[src/design/dfs_pkg.sv]
// Shared types, constants and the fold table for the diacritic fold stream.
package dfs_pkg;

  localparam logic [7:0] CR_BYTE   = 8'd13;
  localparam logic [7:0] ALA_FIRST = 8'd161;

  localparam logic [1:0] REG_PASS_ALL = 2'd0;
  localparam logic [1:0] REG_MAP_OFF  = 2'd1;
  localparam logic [1:0] REG_DROP_CR  = 2'd2;

  localparam int unsigned QUEUE_DEPTH = 4;
  localparam int unsigned QPTR_W      = $clog2(QUEUE_DEPTH);

  typedef struct packed {
    logic pass_all;
    logic map_off;
    logic drop_cr;
  } cfg_t;

  typedef struct packed {
    logic [7:0] first;
    logic [7:0] second;
    logic       has_char;
    logic       two;
    logic       word_end;
  } job_t;

  // {first, second}; zero first byte means pass unchanged
  function automatic logic [15:0] fold_entry(input logic [7:0] ch);
    logic [15:0] e;
    e = 16'd0;
    case (ch) inside
      8'd161:            e = {"L", 8'd0};
      8'd162:            e = {"O", 8'd0};
      8'd163:            e = {"D", 8'd0};
      8'd164:            e = {"T", "h"};
      8'd165:            e = {"A", "E"};
      8'd166:            e = {"O", "E"};
      [8'd167:8'd171]:   e = {"_", 8'd0};
      8'd172:            e = {"O", 8'd0};
      8'd173:            e = {"U", 8'd0};
      [8'd174:8'd176]:   e = {"_", 8'd0};
      8'd177:            e = {"l", 8'd0};
      8'd178:            e = {"o", 8'd0};
      8'd179:            e = {"d", 8'd0};
      8'd180:            e = {"t", "h"};
      8'd181:            e = {"a", "e"};
      8'd182:            e = {"o", "e"};
      8'd183:            e = {"_", 8'd0};
      8'd184:            e = {"i", 8'd0};
      8'd185:            e = {"_", 8'd0};
      8'd186:            e = {"d", 8'd0};
      8'd187:            e = {"_", 8'd0};
      8'd188:            e = {"o", 8'd0};
      8'd189:            e = {"u", 8'd0};
      [8'd192:8'd197]:   e = {"A", 8'd0};
      8'd198:            e = {"A", "E"};
      8'd199:            e = {"C", 8'd0};
      [8'd200:8'd203]:   e = {"E", 8'd0};
      [8'd204:8'd207]:   e = {"I", 8'd0};
      8'd208:            e = {"T", "h"};
      8'd209:            e = {"N", 8'd0};
      [8'd210:8'd214]:   e = {"O", 8'd0};
      8'd215:            e = {" ", 8'd0};
      8'd216:            e = {"O", 8'd0};
      [8'd217:8'd220]:   e = {"U", 8'd0};
      8'd221:            e = {"Y", 8'd0};
      8'd222:            e = {"T", "h"};
      8'd223:            e = {"s", "s"};
      [8'd224:8'd229]:   e = {"a", 8'd0};
      8'd230:            e = {"a", "e"};
      8'd231:            e = {"c", 8'd0};
      [8'd232:8'd235]:   e = {"e", 8'd0};
      [8'd236:8'd239]:   e = {"i", 8'd0};
      8'd240:            e = {"t", "h"};
      8'd241:            e = {"n", 8'd0};
      [8'd242:8'd246]:   e = {"o", 8'd0};
      8'd247:            e = {" ", 8'd0};
      8'd248:            e = {"o", 8'd0};
      [8'd249:8'd252]:   e = {"u", 8'd0};
      8'd253:            e = {"Y", 8'd0};
      8'd254:            e = {"t", "h"};
      8'd255:            e = {"Y", 8'd0};
      default:           e = 16'd0;
    endcase
    return e;
  endfunction

endpackage

[src/design/dfs_front.sv]
// Front end: accepts input words, classifies and folds them into queue jobs.
module dfs_front (
  input  logic          in_valid,
  output logic          in_ready,
  input  logic [7:0]    in_char,
  input  logic          in_word_end,
  input  dfs_pkg::cfg_t cfg,
  input  logic          q_ready,
  output logic          push,
  output dfs_pkg::job_t push_job
);

  logic [15:0] entry;
  logic        drop;

  assign entry    = dfs_pkg::fold_entry(in_char);
  assign in_ready = q_ready;

  always_comb begin
    push_job.first    = in_char;
    push_job.second   = 8'd0;
    push_job.has_char = 1'b1;
    push_job.two      = 1'b0;
    push_job.word_end = in_word_end;
    drop              = 1'b0;
    if (cfg.pass_all) begin
      push_job.first = in_char;
    end else if (in_char == dfs_pkg::CR_BYTE && cfg.drop_cr) begin
      // drop a CR inside a word, keep an empty marker when it ends one
      drop              = !in_word_end;
      push_job.first    = 8'd0;
      push_job.has_char = 1'b0;
      push_job.word_end = 1'b1;
    end else if (!cfg.map_off && in_char >= dfs_pkg::ALA_FIRST && entry[15:8] != 8'd0) begin
      push_job.first  = entry[15:8];
      push_job.second = entry[7:0];
      push_job.two    = entry[7:0] != 8'd0;
    end
  end

  assign push = in_valid && q_ready && !drop;

endmodule

[src/design/dfs_queue.sv]
// Short job queue between front and back ends.
module dfs_queue (
  input  logic          clk,
  input  logic          rst_n,
  input  logic          push,
  input  dfs_pkg::job_t push_job,
  output logic          q_ready,
  input  logic          pop,
  output logic          q_valid,
  output dfs_pkg::job_t head_job
);

  dfs_pkg::job_t                mem_r [dfs_pkg::QUEUE_DEPTH];
  logic [dfs_pkg::QPTR_W-1:0]   wr_ptr_r, wr_ptr_nxt;
  logic [dfs_pkg::QPTR_W-1:0]   rd_ptr_r, rd_ptr_nxt;
  logic [dfs_pkg::QPTR_W:0]     count_r, count_nxt;

  assign q_ready  = count_r != (dfs_pkg::QPTR_W+1)'(dfs_pkg::QUEUE_DEPTH);
  assign q_valid  = count_r != '0;
  assign head_job = mem_r[rd_ptr_r];

  always_comb begin
    wr_ptr_nxt = push ? wr_ptr_r + 1'b1 : wr_ptr_r;
    rd_ptr_nxt = pop  ? rd_ptr_r + 1'b1 : rd_ptr_r;
    count_nxt  = count_r;
    if (push && !pop) begin
      count_nxt = count_r + 1'b1;
    end else if (pop && !push) begin
      count_nxt = count_r - 1'b1;
    end
  end

  always_ff @(posedge clk) begin
    if (push) begin
      mem_r[wr_ptr_r] <= push_job;
    end
  end

  always_ff @(posedge clk) begin
    if (!rst_n) begin
      wr_ptr_r <= '0;
      rd_ptr_r <= '0;
      count_r  <= '0;
    end else begin
      wr_ptr_r <= wr_ptr_nxt;
      rd_ptr_r <= rd_ptr_nxt;
      count_r  <= count_nxt;
    end
  end

endmodule

[src/design/dfs_back.sv]
// Back end: drains queue jobs into output words, splitting expansions in two.
module dfs_back (
  input  logic          clk,
  input  logic          rst_n,
  input  logic          q_valid,
  input  dfs_pkg::job_t head_job,
  output logic          pop,
  output logic          out_valid,
  input  logic          out_ready,
  output logic [7:0]    out_char,
  output logic          out_has_char,
  output logic          out_run_last,
  output logic          out_word_last
);

  logic       valid_r, valid_nxt;
  logic       pend_r, pend_nxt;
  logic [7:0] sec_r;
  logic       sec_we_r;
  logic [7:0] char_r;
  logic       has_r, run_r, wlast_r;
  logic       load;

  assign load = !valid_r || out_ready;
  assign pop  = load && !pend_r && q_valid;

  always_comb begin
    valid_nxt = valid_r;
    pend_nxt  = pend_r;
    if (load) begin
      if (pend_r) begin
        valid_nxt = 1'b1;
        pend_nxt  = 1'b0;
      end else begin
        valid_nxt = q_valid;
        pend_nxt  = q_valid && head_job.two;
      end
    end
  end

  always_ff @(posedge clk) begin
    if (load) begin
      if (pend_r) begin
        char_r  <= sec_r;
        has_r   <= 1'b1;
        run_r   <= 1'b1;
        wlast_r <= sec_we_r;
      end else begin
        char_r  <= head_job.first;
        has_r   <= head_job.has_char;
        run_r   <= !head_job.two;
        wlast_r <= head_job.word_end && !head_job.two;
      end
    end
    if (pop) begin
      sec_r    <= head_job.second;
      sec_we_r <= head_job.word_end;
    end
  end

  always_ff @(posedge clk) begin
    if (!rst_n) begin
      valid_r <= 1'b0;
      pend_r  <= 1'b0;
    end else begin
      valid_r <= valid_nxt;
      pend_r  <= pend_nxt;
    end
  end

  assign out_valid     = valid_r;
  assign out_char      = char_r;
  assign out_has_char  = has_r;
  assign out_run_last  = run_r;
  assign out_word_last = wlast_r;

endmodule

[src/design/diacritic_fold_stream.sv]
// Top level of the diacritic fold stream: config registers, front, queue and back.
//
//   channel | direction | handshake            | payload
//   in_     | input     | in_valid / in_ready   | in_char, in_word_end
//   out_    | output    | out_valid / out_ready | out_char, out_has_char, out_run_last,
//           |           |                       | out_word_last
//   cfg_    | input     | cfg_valid / cfg_ready | cfg_index, cfg_data
//
// One input word per cycle while the queue is not full; a folded expansion occupies the output for two words.
// An accepted word is registered in the queue and then in the output register before out_valid rises.
// The four-entry queue absorbs output stalls; in_ready drops only when it is full.
// Reset empties the queue and output and loads the register defaults; cfg is always ready.
module diacritic_fold_stream (
  input  logic       clk,
  input  logic       rst_n,
  input  logic       in_valid,
  output logic       in_ready,
  input  logic [7:0] in_char,
  input  logic       in_word_end,
  output logic       out_valid,
  input  logic       out_ready,
  output logic [7:0] out_char,
  output logic       out_has_char,
  output logic       out_run_last,
  output logic       out_word_last,
  input  logic       cfg_valid,
  output logic       cfg_ready,
  input  logic [1:0] cfg_index,
  input  logic       cfg_data
);

  dfs_pkg::cfg_t cfg_r, cfg_nxt;
  dfs_pkg::job_t push_job, head_job;
  logic          push, pop, q_ready, q_valid;

  assign cfg_ready = 1'b1;

  always_comb begin
    cfg_nxt = cfg_r;
    if (cfg_valid) begin
      case (cfg_index)
        dfs_pkg::REG_PASS_ALL: cfg_nxt.pass_all = cfg_data;
        dfs_pkg::REG_MAP_OFF:  cfg_nxt.map_off  = cfg_data;
        dfs_pkg::REG_DROP_CR:  cfg_nxt.drop_cr  = cfg_data;
        default:               cfg_nxt = cfg_r;
      endcase
    end
  end

  always_ff @(posedge clk) begin
    if (!rst_n) begin
      cfg_r <= '{pass_all: 1'b0, map_off: 1'b0, drop_cr: 1'b1};
    end else begin
      cfg_r <= cfg_nxt;
    end
  end

  dfs_front u_front (
    .in_valid    (in_valid),
    .in_ready    (in_ready),
    .in_char     (in_char),
    .in_word_end (in_word_end),
    .cfg         (cfg_r),
    .q_ready     (q_ready),
    .push        (push),
    .push_job    (push_job)
  );

  dfs_queue u_queue (
    .clk      (clk),
    .rst_n    (rst_n),
    .push     (push),
    .push_job (push_job),
    .q_ready  (q_ready),
    .pop      (pop),
    .q_valid  (q_valid),
    .head_job (head_job)
  );

  dfs_back u_back (
    .clk           (clk),
    .rst_n         (rst_n),
    .q_valid       (q_valid),
    .head_job      (head_job),
    .pop           (pop),
    .out_valid     (out_valid),
    .out_ready     (out_ready),
    .out_char      (out_char),
    .out_has_char  (out_has_char),
    .out_run_last  (out_run_last),
    .out_word_last (out_word_last)
  );

endmodule
[config.mk]
export PLATFORM = sky130hd
export DESIGN_NAME = diacritic_fold_stream
export DESIGN_NICKNAME = d
export VERILOG_FILES = /design/src/design/dfs_pkg.sv /design/src/design/dfs_front.sv /design/src/design/dfs_queue.sv /design/src/design/dfs_back.sv /design/src/design/diacritic_fold_stream.sv
export SDC_FILE = /design/constraint.sdc
export NUM_CORES = 1
export LEC_CHECK = 0
export ABC_AREA = 1
export BUFFER_PORTS_ARGS = -buffer_cell sky130_fd_sc_hd__buf_4
export CORE_ASPECT_RATIO = 1.1
export CORE_MARGIN = 2
export CORE_UTILIZATION = 36
export DETAILED_ROUTE_END_ITERATION = 6
export PLACE_DENSITY = 0.56
export SLEW_MARGIN = 25
export SYNTH_ARGS = -nofsm -noshare
export SYNTH_HDL_FRONTEND = slang
export SYNTH_SLANG_ARGS = --single-unit
export TNS_END_PERCENT = 1
[constraint.sdc]
create_clock -name clk -period 6.76 [get_ports clk]
set_clock_uncertainty 0.15 [all_clocks]
set_input_delay 1.69 -clock clk [delete_from_list [all_inputs] [get_ports clk]]
set_output_delay 1.69 -clock clk [all_outputs]
set_load 0.05 [all_outputs]
==> results.cfg, run 1 <==
[final_layout]
post-route-util_pct = 41.5
antenna_cells = 0
area_growth_syn_to_layout_pct = 13.1
stdcell_area_um2 = 5950
layout.nets = 667
drive_above_1_share_pct = 11.6
final_cells = 841

[critical_path]
critPathTopFamily = simple AND/OR/NAND/NOR gates
path_max_fanout = 10
r2r_setup_slack_ps = 4170
cp.required_ps = 6840
critPathMaxStageDelay_ps = 420
worstPathCellList = buf_4 -> inv_2 -> nand2_1 -> nor2_1 -> nand2_1 -> nor2_1 -> nand2_1 -> nand2_1 -> inv_1 -> ha_1 -> inv_1 -> fa_1 -> o21ai_0 -> a21oi_1
worstSetupStartpointType = input port
path_buf_inv = 4
path_class = input port to flop
cpMostUsedCell = nand2_1
critPathArrivalTime_ps = 4120
end_kind = flop
reg2reg_to = u_back.out_char[6]
cpMaxStageDelayCell = fa_1
rr_worst_depth = 4

[timing]
finalHoldViolations = 0
tightest_slew_ps = 913
final_max_slew_viol_count = 0
rsz0062_at_grt = false
fin_setup_tns_ps = 0
fmax_mhz = 248
timing.final.crit_share_pct = 59.7
slew-limit-headroom_pct = 38.7
setup_viol = 0
min_period_ps = 4040

[synth]
yosysMostFrequentCell = nand2_1
yosys_register_bits = 100
synth_common_cells = 120 x nand2_1, 110 x nor2_1, 86 x edfxtp_1
yosysSeqAreaShare_pct = 54.4
yosysTopAreaCell = edfxtp_1
syn_area_per_cell_um2 = 8.54
synth_cell_types = 37
syn_nets = 639
yosys_warnings = 0
synth_area_leaders = edfxtp_1 49%, nand2_1 8.6%, nor2_1 7.9%
syn-cell-area_um2 = 5260
synth_ff_type = edfxtp_1
synth-edff-count = 86
netlist_instances = 616
synthArstFlopShare_pct = 0
synth_top_area_share_pct = 49.1

[min_path]
hold_path.class = flop to flop
hold_end = u_queue.rd_ptr_r[0]
hold_path_depth = 1
hp-start = u_queue.rd_ptr_r[0]

[cts]
cts-root-buf = clkbuf_16
h-tree-depth = 3
clk_latency_ps = 340
postCtsSetupBuffers = 0
ctsHoldBuffers = 0
cts_sinks = 100
cts_resized = 0
clkTransAtPathRegs_ps = 70
cts_tree = done
cts.path.max_buffers = 2
cts_made_buffers = 9

[floorplanning]
fp.dieH_um = 131
die_area_um2 = 15600
initial_core_util_pct = 36.7
core_area_um2 = 14300
rows = 46
pin_count = 31
die_w_um = 119

[drt]
firstDrtPassIters = 5
wire_per_inst_um = 17.3
drt_iter0_drc = 375
drc = 0
drt-total-wl_mm = 14.6
final_antenna_net_count = 0
via_count = 4416
vias_per_cell = 5.25

[global_routing]
grt_pass1_wl_mm = 22.7
grt_max_degree = 36
grt_usage_pct = 19.1
grt_overflow = 0
grt_pass1_vias = 4162
antenna_found_initial = 0

[power]
ir_drop_mv = 0.134
powerDensity_nw_per_um2 = 351
leakagePower_nw = 2.51

[placement]
hpwl_mm = 10.5
place_congestion = 0.953
placement.io_buffers = 29
dp.cells = 825
place_area_um2 = 5670

[run_status]
status = finished clean

[run]
drv_cap = 0
## cell families after synthesis
logic type               count (synthesis)  synth area share (%)
flip-flops                             100                  54.4
adder cells (fa/ha/maj)                  6                  1.57
other                                    1                0.0713
AO/OA/AOI/OAI                          111                  11.8
AND/OR/NAND/NOR                        308                  25.3
buffers and inverters                   90                  6.88
## worst max-delay path by stage
stage               start  depth (start not counted)  slack (ps)                  to
2_1_floorplan  in_char[1]                         14        2990  u_queue.count_r[1]
3_3_place_gp   in_char[1]                         14        2350  u_queue.count_r[1]
3_5_place_dp   in_char[1]                         14        2390  u_queue.count_r[1]
4_1_cts        in_char[1]                         14        2740  u_queue.count_r[1]
5_1_grt        in_char[1]                         14        2510  u_queue.count_r[1]
6_report       in_char[1]                         14        2720  u_queue.count_r[1]
## cell usage in the layout (no fill, tap or decap), types with 2 or more instances in the layout
master,instances
ha_1,5
o22ai_1,8
edfxtp_1,86
o21ai_1,7
clkbuf_16,9
nand4_1,10
a221o_1,2
nand2_2,8
inv_2,5
inv_1,66
o21a_1,2
nor4_1,2
nor2_4,3
nand2_4,3
dfxtp_1,14
nor2_2,4
o21ai_0,51
nand2_1,120
buf_4,34
o211ai_1,2
nand3_1,38
nor2_1,109
a21oi_1,28
clkinv_2,2
nor3_1,7
a31oi_1,8
## cell type report
type,count,area [µm²]
Tap cell,192,240
Fill cell,1410,8380
Sequential cell,100,2860
Timing Repair Buffer,34,255
Clock buffer,11,243
Multi-Input combinational cell,426,2040
Inverter,73,277
Clock inverter,5,35.0
## sequential cells by signal, indices dropped and copies added, names as in the netlist, 2 cells and up, named ones only
signal / flops
u_queue.mem_r: 68
u_queue.wr_ptr_r: 2
u_queue.rd_ptr_r: 2
u_queue.count_r: 3
u_back.sec_r: 6
cfg_r: 3
u_back.out_char: 8
## power by group
| part | internal (mW) | switching (mW) |
|---|---|---|
| clock | 0.260 | 0.216 |
| sequential | 0.850 | 0.0563 |
| combinational | 0.197 | 0.510 |
## stage by stage
stage	hold WS [ps]	power, mW	setup slack [ps]
after floorplan	286	1.40	2990
after global placement	299	1.62	2350
after detailed placement	321	1.63	2390
after CTS	334	2.11	2740
after global routing	362	2.21	2510
final	330	2.09	2720
## routing by layer
layer | share of wire, % | track usage [%]
met1 | 42 | 23.6
met2 | 50 | 34.5
met3 | 5.7 | 2.65
met4 | 2.2 | 6.93
met5 | 0 | 0
(Power assumes the default switching activity.)
==> inputs of run 2 (changes only) <==
--- a/config.mk
+++ b/config.mk
@@ -11,7 +11,7 @@
 export CORE_MARGIN = 2
 export CORE_UTILIZATION = 36
 export DETAILED_ROUTE_END_ITERATION = 6
-export PLACE_DENSITY = 0.56
+export PLACE_DENSITY = 0.58
 export SLEW_MARGIN = 25
 export SYNTH_ARGS = -nofsm -noshare
 export SYNTH_HDL_FRONTEND = slang
==> constraint.sdc (replaced) <==
create_clock -name clk -period 3.65 [get_ports clk]
set_clock_uncertainty 0.15 [all_clocks]
set_input_delay 0.9125 -clock clk [delete_from_list [all_inputs] [get_ports clk]]
set_output_delay 0.9125 -clock clk [all_outputs]
set_load 0.05 [all_outputs]
==> results.cfg, run 2 (synthesized netlist as in run 1, its figures left out) <==
[run_status]
status = finished clean

[timing]
final_max_slew_viol_count = 0
setup_viol = 0
tightest_slew_ps = 893
rsz0062_at_grt = false
fmax_mhz = 298
fin_setup_tns_ps = 0
min_period_ps = 3350
finalWorstSetupSlack_ps = 296
slew-limit-headroom_pct = 40.1
hold_ws_ps = 326
finalHoldViolations = 0
timing.final.crit_share_pct = 91.9

[global_routing]
grt_overflow = 0
grt_max_degree = 36
grt_usage_pct = 18.9
grt_pass1_wl_mm = 22.3
antenna_found_initial = 0
grt_pass1_vias = 4180

[floorplanning]
rows = 46
fp.dieH_um = 131
pin_count = 31
die_w_um = 119
core_area_um2 = 14300
initial_core_util_pct = 36.7
die_area_um2 = 15600

[cts]
cts_tree = done
clk_latency_ps = 340
cts_sinks = 100
cts_resized = 0
cts.path.max_buffers = 2
postCtsSetupBuffers = 0
cts_made_buffers = 9
cts-root-buf = clkbuf_16
clkTransAtPathRegs_ps = 60
h-tree-depth = 3
ctsHoldBuffers = 0

[drt]
via_count = 4332
final_antenna_net_count = 0
drc = 0
vias_per_cell = 5.12
drt-total-wl_mm = 14.2
drt_iter0_drc = 346
firstDrtPassIters = 5
wire_per_inst_um = 16.7

[min_path]
hold_end = u_queue.rd_ptr_r[1]
hold_path_depth = 2
hp-start = u_queue.rd_ptr_r[1]
hold_path.class = flop to flop

[final_layout]
area_growth_syn_to_layout_pct = 14.0
drive_above_1_share_pct = 11.9
regMostFlops = u_queue.mem_r
fill_cells = 1439
mostFrequentLayoutCell = nand2_1
stdcell_area_um2 = 5990
layout_common_cells = 120 x nand2_1, 109 x nor2_1, 86 x edfxtp_1, 66 x inv_1, 51 x o21ai_0
post-route-util_pct = 41.8
final_cells = 846
largest_reg_flops = 68
layout.nets = 672
antenna_cells = 0

[placement]
place_congestion = 0.900
dp.cells = 830
place_area_um2 = 5710
placement.io_buffers = 29
dp_slack_ps = 23.4
hpwl_mm = 10.3

[critical_path]
cp.required_ps = 3730
critPathLaunch = in_char[1]
end_kind = flop
r2r_setup_slack_ps = 1040
path_max_fanout = 10
path_class = input port to flop
rr_worst_depth = 4
reg2reg_to = u_back.out_char[6]
worstSetupStartpointType = input port
critPathArrivalTime_ps = 3430

[run]
drv_cap = 0

[power]
leakagePower_nw = 2.54
p_total_mw = 3.89
ir_drop_mv = 0.297
powerDensity_nw_per_um2 = 650
## run 2: worst max-delay path by stage
| stage | endpoint | slack (ps) | depth (start not counted) |
|---|---|---|---|
| after floorplan | u_queue.count_r[1] | 650 | 14 |
| after global placement | u_queue.count_r[1] | 20 | 14 |
| after detailed placement | u_queue.count_r[1] | 20 | 14 |
| after CTS | u_queue.count_r[1] | 370 | 14 |
| after global routing | u_queue.count_r[1] | 110 | 14 |
| final | u_queue.count_r[1] | 300 | 14 |
## run 2: worst max-delay path, cell delays in order
cell and delay, ps:
buf_4 160, inv_2 130, nand2_1 100, nor2_1 410, nand2_1 150, nor2_1 210, nand2_1 80, nand2_1 240
inv_1 80, ha_1 200, inv_1 100, fa_1 410, o21ai_0 160, a21oi_1 60
## run 2: cell type report
class	count	area [µm²]	area share (%)
clock buffer	10	229	3.82
clock inverter	6	55.1	0.919
inverter	73	277	4.61
multi-input combinational	426	2040	34.0
sequential	100	2860	47.8
tap	192	240	4.01
timing repair buffer	39	293	4.89
## run 2: where the power goes
part	internal [mW]	total, mW	switching [mW]
clock	0.524	0.906	0.382
sequential	1.57	1.66	0.0820
combinational	0.369	1.33	0.962
total	2.47	3.89	1.43
## run 2: per-layer routing
metal / global-route usage, % / part of all wire [%]
met5: 0 / 0
met4: 7.98 / 3.3
met3: 2.52 / 4.3
met2: 35.4 / 52
met1: 21.8 / 40
==> inputs of run 3 (changes only) <==
--- a/config.mk
+++ b/config.mk
@@ -5,7 +5,6 @@
 export SDC_FILE = /design/constraint.sdc
 export NUM_CORES = 1
 export LEC_CHECK = 0
-export ABC_AREA = 1
 export BUFFER_PORTS_ARGS = -buffer_cell sky130_fd_sc_hd__buf_4
 export CORE_ASPECT_RATIO = 1.1
 export CORE_MARGIN = 2
==> results.cfg, run 3 <==
[critical_path]
path_buf_inv = 2
r2r_setup_slack_ps = 1100
critPathArrivalTime_ps = 3340
path_class = input port to flop
worstSetupStartpointType = input port
cpMaxStageDelayCell = or4_4
critPathTopFamily = simple AND/OR/NAND/NOR gates
cp.required_ps = 3760
critPathMaxStageDelay_ps = 470
end_kind = flop
path_max_fanout = 16
worstPathCellList = buf_4 -> nor2b_2 -> nand4_1 -> or4_4 -> o211a_1 -> ha_1 -> inv_1 -> fa_1 -> xor2_1 -> or3_1 -> a21boi_0

[synth]
synth_ff_type = edfxtp_1
yosys_register_bits = 100
syn-cell-area_um2 = 5280
synth-edff-count = 86
syn_area_per_cell_um2 = 12.5
netlist_instances = 421
synthArstFlopShare_pct = 0
syn_nets = 444
synth_cell_types = 77
yosys.area_share.simple_pct = 17.0
yosysMostFrequentCell = edfxtp_1
yosys_warnings = 0
synth_xor_area_share_pct = 1.49
synthMuxAreaShare_pct = 9.95
synth_area_leaders = edfxtp_1 49%, mux4_2 7.3%, dfxtp_1 5.3%
synth_compound_area_share_pct = 10.9
synth_top_family_by_area = simple AND/OR/NAND/NOR gates
synthAdderAreaFrac_pct = 1.56
synth_top_area_share_pct = 48.9
yosysSeqAreaShare_pct = 54.2
synth_common_cells = 86 x edfxtp_1, 23 x nand2_1, 23 x nor2_1
yosysTopAreaCell = edfxtp_1

[timing]
finalHoldViolations = 0
slew-limit-headroom_pct = 39.0
timing.final.crit_share_pct = 88.4
rsz0062_at_grt = false
final_max_slew_viol_count = 0
min_period_ps = 3230
fin_setup_tns_ps = 0
fmax_mhz = 310
tightest_slew_ps = 914
setup_viol = 0

[global_routing]
grt_max_degree = 29
antenna_found_initial = 0
grt_overflow = 0
grt_pass1_vias = 3504
grt_pass1_wl_mm = 18.7
grt_usage_pct = 15.4

[floorplanning]
pin_count = 31
rows = 46
initial_core_util_pct = 36.7
die_area_um2 = 15600
fp.dieH_um = 131
die_w_um = 119
core_area_um2 = 14400

[min_path]
hold_path.class = flop to flop

[drt]
final_antenna_net_count = 0
via_count = 3451
vias_per_cell = 5.37
drc = 0
drt_iter0_drc = 187
wire_per_inst_um = 17.7
firstDrtPassIters = 5
drt-total-wl_mm = 11.4

[final_layout]
area_growth_syn_to_layout_pct = 13.3
largest_reg_flops = 68
regMostFlops = u_queue.mem_r
antenna_cells = 0
layout_common_cells = 86 x edfxtp_1, 48 x buf_4, 23 x nor2_1, 23 x nand2_1
drive_above_1_share_pct = 23.5
mostFrequentLayoutCell = edfxtp_1
layout.nets = 469

[cts]
cts-root-buf = clkbuf_16
postCtsSetupBuffers = 0
cts_sinks = 100
cts.path.max_buffers = 2
cts_resized = 0
ctsHoldBuffers = 0
clk_latency_ps = 340
clkTransAtPathRegs_ps = 70
cts_made_buffers = 9
cts_tree = done
h-tree-depth = 3

[placement]
place_congestion = 0.878
placement.io_buffers = 29
hpwl_mm = 7.85

[run_status]
status = finished clean

[power]
p_total_mw = 3.64
powerDensity_nw_per_um2 = 609
ir_drop_mv = 0.309
leakagePower_nw = 2.02

[run]
drv_cap = 0
## run 3: changes by cell type after synthesis, moves of 7 or more
cell and delta:
a21oi_1 -18, and2_1 +10, buf_2 +12, inv_1 -56, mux4_2 +17, nand2_1 -97, nand2_2 -7, nand2b_1 +9
nand3_1 -31, nand4_1 -8, nor2_1 -87, nor2b_1 +16, o21ai_0 -34
## run 3: metal layers
layer  track usage (%)  part of all wire (%)  up-vias
met5                 0                     0        -
li1                  -                     -     1650
met4              6.71                   1.9        0
met3              1.04                   4.1       15
met1              19.8                    43     1690
met2              27.2                    51       96
## run 3: worst min-delay path, cell delays in order (launching register included)
cell and delay [ps]:
edfxtp_1 330, nand2_1 50, o21ai_0 60
## run 3: path summary, 6_finish.rpt
kind	startpoint	endpoint	cells after the start
max	in_char[3]	u_queue.count_r[2]	11
min	u_back.sec_we_r	u_back.out_word_last	2
max reg2reg	cfg_r[2]	u_queue.count_r[2]	8
min reg2reg	u_back.sec_we_r	u_back.out_word_last	2
## run 3: layout make-up
| class | count | area (µm²) |
|---|---|---|
| sequential | 100 | 2860 |
| tap | 192 | 240 |
| fill | 1383 | 8410 |
| inverter | 11 | 41.3 |
| timing repair buffer | 49 | 380 |
| multi-input combinational | 275 | 2160 |
| clock buffer | 10 | 229 |
| clock inverter | 6 | 65.1 |
## run 3: cell families after synthesis
family | Yosys count
buffers and inverters | 46
other | 1
AO/OA/AOI/OAI | 80
flip-flops | 100
multiplexers | 30
XOR/XNOR | 9
AND/OR/NAND/NOR | 149
adder cells (fa/ha/maj) | 6
## run 3: through the flow
stage          hold slack, ps  cell area (µm²)  std cells  setup WS [ps]  util (%)
6_report                  390             5980        643            423      41.6
3_3_place_gp              344             5690        627            194      39.5
2_1_floorplan             323             5280        421            318         -
3_5_place_dp              376             5690        627           70.8      39.5
4_1_cts                   394             5980        643            429      41.6
5_1_grt                   421             5980        643            224      41.6
## run 3: power by group
part / switching [mW] / leakage (nW) / total, mW / internal, mW
logic: 0.625 / 0.975 / 1.07 / 0.450
clock network: 0.393 / 0.131 / 0.922 / 0.530
registers: 0.131 / 0.910 / 1.65 / 1.51
total: 1.15 / 2.02 / 3.64 / 2.49
